[src/hw/rtl/tkim_pkg.sv]
package tkim_pkg;

	localparam int TRIE_NODES = 256;
	localparam int MAX_IDS    = 256;

	localparam int FANOUT_W   = 8;
	localparam int KEY_ID_W   = 8;
	localparam int STATUS_W   = 2;
	localparam int NODE_W     = (TRIE_NODES > 1) ? $clog2(TRIE_NODES) : 1;
	localparam int ADDR_W     = NODE_W + FANOUT_W;
	localparam int NCNT_W     = $clog2(TRIE_NODES + 1);
	localparam int ICNT_W     = $clog2(MAX_IDS + 1);
	localparam int ENTRY_MAX  = (TRIE_NODES - 1 > MAX_IDS) ? TRIE_NODES - 1 : MAX_IDS;
	localparam int ENTRY_W    = $clog2(ENTRY_MAX + 1);
	localparam int MEM_DEPTH  = TRIE_NODES * (2 ** FANOUT_W);

	typedef enum logic [STATUS_W-1:0] {
		STATUS_KNOWN = 2'd0,
		STATUS_NEW   = 2'd1,
		STATUS_FULL  = 2'd2
	} status_t;

	typedef struct packed {
		logic               rd_en;
		logic               wr_en;
		logic [ADDR_W-1:0]  addr;
		logic [ENTRY_W-1:0] wdata;
	} mem_req_t;

	typedef struct packed {
		logic                valid;
		logic [KEY_ID_W-1:0] key_id;
		status_t             status;
	} result_t;

endpackage

[src/hw/rtl/tkim_walk.sv]
module tkim_walk (
	input  logic                          clk,
	input  logic                          arst_n,
	input  logic                          in_valid,
	output logic                          in_ready,
	input  logic [tkim_pkg::FANOUT_W-1:0] key_byte,
	input  logic                          res_ready,
	output tkim_pkg::result_t             res,
	output tkim_pkg::mem_req_t            mem_req,
	input  logic [tkim_pkg::ENTRY_W-1:0]  mem_rdata
);

	typedef enum logic [2:0] {
		ST_CLEAR = 3'b001,
		ST_IDLE  = 3'b010,
		ST_LOOK  = 3'b100
	} state_t;

	state_t                        state_q, state_d;
	logic [tkim_pkg::ADDR_W-1:0]   clr_q, clr_d;
	logic [tkim_pkg::NODE_W-1:0]   node_q, node_d;
	logic [tkim_pkg::NCNT_W-1:0]   nodes_used_q, nodes_used_d;
	logic [tkim_pkg::ICNT_W-1:0]   ids_used_q, ids_used_d;
	logic                          failed_q, failed_d;
	logic [tkim_pkg::FANOUT_W-1:0] byte_q;
	logic                          accept;

	assign in_ready = (state_q == ST_IDLE);
	assign accept   = in_valid && in_ready;

	always_comb begin
		state_d       = state_q;
		clr_d         = clr_q;
		node_d        = node_q;
		nodes_used_d  = nodes_used_q;
		ids_used_d    = ids_used_q;
		failed_d      = failed_q;
		mem_req       = '0;
		res           = '0;
		res.status    = tkim_pkg::STATUS_KNOWN;
		case (state_q)
			ST_CLEAR: begin
				mem_req.wr_en = 1'b1;
				mem_req.addr  = clr_q;
				clr_d         = clr_q + 1'b1;
				if (clr_q == tkim_pkg::ADDR_W'(tkim_pkg::MEM_DEPTH - 1)) begin
					state_d = ST_IDLE;
				end
			end
			ST_IDLE: begin
				if (accept) begin
					mem_req.rd_en = 1'b1;
					mem_req.addr  = {node_q, key_byte};
					state_d       = ST_LOOK;
				end
			end
			ST_LOOK: begin
				mem_req.addr = {node_q, byte_q};
				if (byte_q != '0) begin
					state_d = ST_IDLE;
					if (!failed_q) begin
						if (mem_rdata != '0) begin
							node_d = mem_rdata[tkim_pkg::NODE_W-1:0];
						end else if (nodes_used_q >= tkim_pkg::NCNT_W'(tkim_pkg::TRIE_NODES)) begin
							failed_d = 1'b1;
						end else begin
							mem_req.wr_en = 1'b1;
							mem_req.wdata = tkim_pkg::ENTRY_W'(nodes_used_q);
							node_d        = nodes_used_q[tkim_pkg::NODE_W-1:0];
							nodes_used_d  = nodes_used_q + 1'b1;
						end
					end
				end else if (res_ready) begin
					state_d   = ST_IDLE;
					res.valid = 1'b1;
					node_d    = '0;
					failed_d  = 1'b0;
					if (failed_q) begin
						res.status = tkim_pkg::STATUS_FULL;
					end else if (mem_rdata != '0) begin
						res.key_id = tkim_pkg::KEY_ID_W'(mem_rdata - 1'b1);
						res.status = tkim_pkg::STATUS_KNOWN;
					end else if (ids_used_q < tkim_pkg::ICNT_W'(tkim_pkg::MAX_IDS)) begin
						mem_req.wr_en = 1'b1;
						mem_req.wdata = tkim_pkg::ENTRY_W'(ids_used_q + 1'b1);
						res.key_id    = tkim_pkg::KEY_ID_W'(ids_used_q);
						res.status    = tkim_pkg::STATUS_NEW;
						ids_used_d    = ids_used_q + 1'b1;
					end else begin
						res.status = tkim_pkg::STATUS_FULL;
					end
				end
			end
			default: begin
				state_d = ST_CLEAR;
				clr_d   = '0;
			end
		endcase
	end

	always_ff @(posedge clk or negedge arst_n) begin
		if (!arst_n) begin
			state_q      <= ST_CLEAR;
			clr_q        <= '0;
			node_q       <= '0;
			nodes_used_q <= tkim_pkg::NCNT_W'(1);
			ids_used_q   <= '0;
			failed_q     <= 1'b0;
		end else begin
			state_q      <= state_d;
			clr_q        <= clr_d;
			node_q       <= node_d;
			nodes_used_q <= nodes_used_d;
			ids_used_q   <= ids_used_d;
			failed_q     <= failed_d;
		end
	end

	always_ff @(posedge clk) begin
		if (accept) begin
			byte_q <= key_byte;
		end
	end

endmodule

[config.mk]
export PLATFORM = sky130hd
export DESIGN_NAME = tkim_walk
export DESIGN_NICKNAME = d
export VERILOG_FILES = /design/src/hw/rtl/tkim_pkg.sv /design/src/hw/rtl/tkim_walk.sv
export SDC_FILE = /design/constraint.sdc
export NUM_CORES = 1
export LEC_CHECK = 0
export BUFFER_PORTS_ARGS = -buffer_cell sky130_fd_sc_hd__buf_2
export CAP_MARGIN = 20
export CELL_PAD_IN_SITES_DETAIL_PLACEMENT = 0
export CELL_PAD_IN_SITES_GLOBAL_PLACEMENT = 1
export CORE_UTILIZATION = 40
export CTS_CLUSTER_SIZE = 28
export DETAILED_ROUTE_END_ITERATION = 8
export PLACE_DENSITY = 0.77
export SETUP_SLACK_MARGIN = 0.05
export SYNTH_ARGS = -nofsm -noshare
export SYNTH_HDL_FRONTEND = slang
export SYNTH_SLANG_ARGS = --single-unit
export TNS_END_PERCENT = 50
[constraint.sdc]
create_clock -name clk -period 2.7 [get_ports clk]
set_input_delay 0.54 -clock clk [delete_from_list [all_inputs] [get_ports clk]]
set_output_delay 0.54 -clock clk [all_outputs]
set_load 0.01 [all_outputs]
Word level (Yosys, flattened, before mapping)
Cells that the tools add are included.
{"block": "word_totals", "register_bits": 54, "input_bits": 21, "out_inout_bits": 39}
{"block": "classes", "addsub": 4, "order_cmp": 2, "eq_ne": 9, "n_mux": 46, "bitwise_logic": 4, "n_reduce_logical": 10}
{"op": "$mux W9", "count": 9}
{"op": "$mux W8", "count": 7}
{"op": "$pmux W16 S3", "count": 1}
{"op": "$mux W11", "count": 3}
{"op": "$pmux W16 S2", "count": 1}
{"op": "$add A9 B1 Y9 const B", "count": 2}
{"op": "$add A16 B1 Y16 const B", "count": 1}
{"op": "$eq A16 B16 Y1 const B", "count": 1}
{"op": "$mux W16", "count": 1}
{"op": "$mux W1", "count": 15}
{"op": "$mux W3", "count": 4}
{"op": "$mux W10", "count": 1}
{"op": "$ge A9 B9 Y1 const B", "count": 1}
{"op": "$lt A9 B9 Y1 const B", "count": 1}
{"op": "$pmux W3 S3", "count": 1}
{"op": "$reduce_bool A9 Y1", "count": 1}
{"op": "$reduce_bool A8 Y1", "count": 1}
{"op": "$sub A8 B1 Y8 const B", "count": 1}
{"op": "$ne A3 B3 Y1 const B", "count": 2}
{"op": "$reduce_and A6 Y1", "count": 1}
{"op": "$reduce_and A5 Y1", "count": 1}
{"op": "$mux W2", "count": 2}
{"op": "$ne A2 B2 Y1 const B", "count": 2}
{"op": "$not A1 Y1", "count": 4}
{"op": "11 further kinds", "count": 11}

Depth between registers and ports, before layout
{"block": "depth", "word_depth": 7, "depth_mapped": 8, "mapped_depth_nobuf": 6}

Least setup slack after synthesis
Ideal clock, no wire load.
{"block": "synth_path", "path_type": "input to output", "startpoint": "input port mem_rdata[0] (netlist name)", "endpoint": "output port mem_req[0] (netlist name)", "arrival_ps": 1949, "slack_ps": 211, "path_stages": 7, "n_path_buf": 1, "cell_sequence": "inv_1 ha_1 nor4b_4 nand2_2 nor4_2 buf_4 a22o_1"}
{"element": "from (decl)", "line_no": "tkim_walk.sv:10", "rtl": "input logic [tkim_pkg::ENTRY_W-1:0] mem_rdata"}
{"element": "to (decl)", "line_no": "tkim_walk.sv:9", "rtl": "output tkim_pkg::mem_req_t mem_req,"}

==> metrics <==
MaxCap Viol Count 0; switching share of power between 30% and 40%; simple-gate share of the synthesized area 22.6%; worst hold slack between 0.3 and 0.4 ns; GR Overflow Total 0; routed len/inst about 18 um; Area contributors post-synth dfrtp_1, edfxtp_1, a22o_1; Highest Clock Rate roughly 370 MHz; area grow syn2layout 26.5%; crit path max fanout 3; Worst Path Required around 2.2 ns; NetSw 0.524 mW; endpoints failing setup 0; fraction of synthesized cell area in xor and xnor cells ~6%; 1st-pass router iterations 4; Sum Neg Setup Slack 0 ns; Port Buffers 59; Hold Path Class in -> async; total CTS buffers 5; HPWL Detailed around 7.0 mm; outcome completed; RePlAce Congestion a little over 0.9; Tmin final about 2.7 ns; vias in the first global route just under 3,000; adder-cell share of the synthesized area between 2 and 2.5%; Die ar. 8830 sq um; ANT cells 0; # placed instances ~530; post-layout total power approximately 1.7 mW; RR Startpoint byte_q[2]$_DFFE_PN_; cell taking the most area after synthesis dfrtp_1; clk buf depth 2; Hold Fails Final Rpt 0; H-tree lvl count 2; layout filler cell count about 820; Crit path arrival time between 2 and 2.5 ns; Main synth FF type dfrtp_1; Int Power 1.20 mW; Final WS setup between 0.02 and 0.025 ns; CTS tree yes; number of synthesized flops with an enable pin 8; Setup Skew approximately 0.012 ns; Comb pwr share between 10% and 20%; Tot GR Track Use between 20% and 30%; Cell Area, Placed 3880 sq um; Mapped Nets 388; largest family of logic cells by synthesized area simple AND/OR/NAND/NOR gates; mux contribution to synthesized area about 3.3%; Lkg Pwr around 2.1 nW; clock latency on the worst-skew pair 0.31 ns; Crit-path slowest cell or4_4; Starting Density 41.2%; Seq/Total Area, Yosys between 40% and 50%; slew margin rel. between 50 and 60%; pwr dens approximately 400 nW/um^2; pins over their slew limit 0; 1st-iter DRT viols 169; clock share of power between 20% and 30%; # rows 33; share of cells above drive strength 1 about a third; height of the die 94.0 um; Synth Area in Compound Gates between 10% and 20%; Post-Syn Instances between 300 and 400; critical path's largest stage delay roughly 0.59 ns; crit share post-route approximately 99%; R2R cell count 9; vias per std cell ~5.7; Final nets about 480; DRT Wirelength roughly 10 mm; CTS root buf clkbuf_8; critical path type reg -> out; Yosys reg bits 54; Yosys cell types 53; Detail Route Antenna Nets 0; Avg Cell Area, Syn between 9 and 10 sq um; worst reg2reg endpoint ids_used_q[1]$_DFFE_PN0P_; Vias 3,159; Die X-Extent approximately 94 um; Synth top area share 32.5%; power share of the sequential group 56.5%; maximum vdd drop slightly below 0.2 mV; fraction of registers with async set or reset after synthesis between 80% and 90%; pin count of the biggest net entering global routing 47; Finished Cell Area about 4300 sq um; global-route wire length before repair 15.6 mm; cell area after synthesis 3380 sq um; worst-path cell chain or4_4, o21ai_4, nor3_4, or3_4, buf_6; IO Count 60; Worst Setup End Kind primary output; pre-CTS setup slack roughly 0.11 ns; Yosys warning count 0; final non-filler cell total between 500 and 600; initial antenna violation count 0; unrepaired setup endpoints after global routing yes; Core Footprint 8220 sq um; cts hold-fix bufs 0; r2r setup slk 0.55 ns; Least-Margin Pin Slew about 0.63 ns; CP Launch Type register; post-layout util between 50% and 60%; clk sinks 54; Post-route DRC 0; clock slew at reported path FFs ~0.1 ns
synthesized netlist by cell type (all sizes together), types with 8 or more instances:
cell and count:
buf 10, a222oi 8, nor4 10, xnor2 10
nor2 16, nand2 29, nand3 15, xor2 13
o21ai 24, a22o 14, inv 23, dfrtp 44
a21oi 22, nor3 13, clkbuf 11, edfxtp 8
mux2i 9
metal layers:
layer,GRT usage (%),up-vias,routed length [um]
met3,4.21,10,557
met4,7.05,0,144
met5,0,-,0
li1,-,1516,-
met2,36.1,113,4640
met1,32.0,1520,4640
critical path, delay by kind of cell (launching register included):
family	cells	cell delay, ns
simple gates	3	1.04
compound gates	1	0.21
buf+inv	1	0.13
flops	1	0.43
power groups by stage:
stage	Sequential, mW	Combinational, mW	Clock, mW
CTS	0.973	0.290	0.475
detailed placement	0.990	0.289	0
global placement	0.986	0.280	0
global route	0.983	0.329	0.511
finish	0.973	0.291	0.458
floorplan	0.953	0.176	0
worst max-delay path by stage:
stage	from	to	slack (ns)	cells past startpoint
6_report	byte_q[2]$_DFFE_PN_	mem_req[25]	0.02	5
3_3_place_gp	mem_rdata[5]	res[1]	0.08	8
2_1_floorplan	mem_rdata[0]	mem_req[0]	0.21	7
3_5_place_dp	mem_rdata[0]	res[1]	0.11	9
5_1_grt	mem_rdata[0]	mem_req[4]	-0.06	9
4_1_cts	byte_q[2]$_DFFE_PN_	mem_req[4]	0.03	6
flip-flops by register name (all words and copies together) (netlist names):
name and cells:
ids_used_q 9, nodes_used_q 9, node_q 8, failed_q 1, clr_q 16, state_q 3
byte_q 8
layout make-up:
type / instances / area (sq um) / share of cell area (%)
multi-input cells: 263 / 1920 / 44.9
flip-flops and latches: 54 / 1400 / 32.6
repair buffers: 104 / 661 / 15.4
well taps: 105 / 131 / 3.07
inverters: 23 / 86.3 / 2.02
clock buffers: 6 / 72.6 / 1.69
clock inverters: 2 / 13.8 / 0.321
placed cells by master, fill, tap and decap left out, types with 3 or more instances in the layout:
cell type and instances:
nand2_1 26, nor4_2 4, nor4_1 3, o31ai_1 3
buf_4 41, dfrtp_1 42, o21ai_0 18, nor4_4 3
o21a_1 3, ha_1 5, nor2_1 15, and4_1 7
buf_6 6, inv_1 21, buf_2 57, nor3_1 10
a22o_1 14, xnor2_1 10, clkbuf_8 5, a21oi_1 22
nand4_1 7, a222oi_1 8, a21o_1 5, nand2b_1 3
a31oi_1 7, and3_1 5, mux2i_1 9, xor2_1 13
o21ai_1 5, nand3_1 15, edfxtp_1 8, nor3b_1 3
logic make-up (layout without fill, tap and decap cells):
family	count (synthesis)	in the layout
AND/OR/NAND/NOR	126	126
XOR/XNOR	23	23
multiplexers	11	11
buffers and inverters	44	135
flip-flops	54	54
AO/OA/AOI/OAI	97	97
adder cells (fa/ha/maj)	6	6
timing repair:
item,4_1_cts,5_1_grt
setup endpoints to repair,13,23
gates resized for setup,9,28
cloned,1,1
pin swaps,5,10
buffers inserted,10,11
Power figures use the tool's default switching activity.
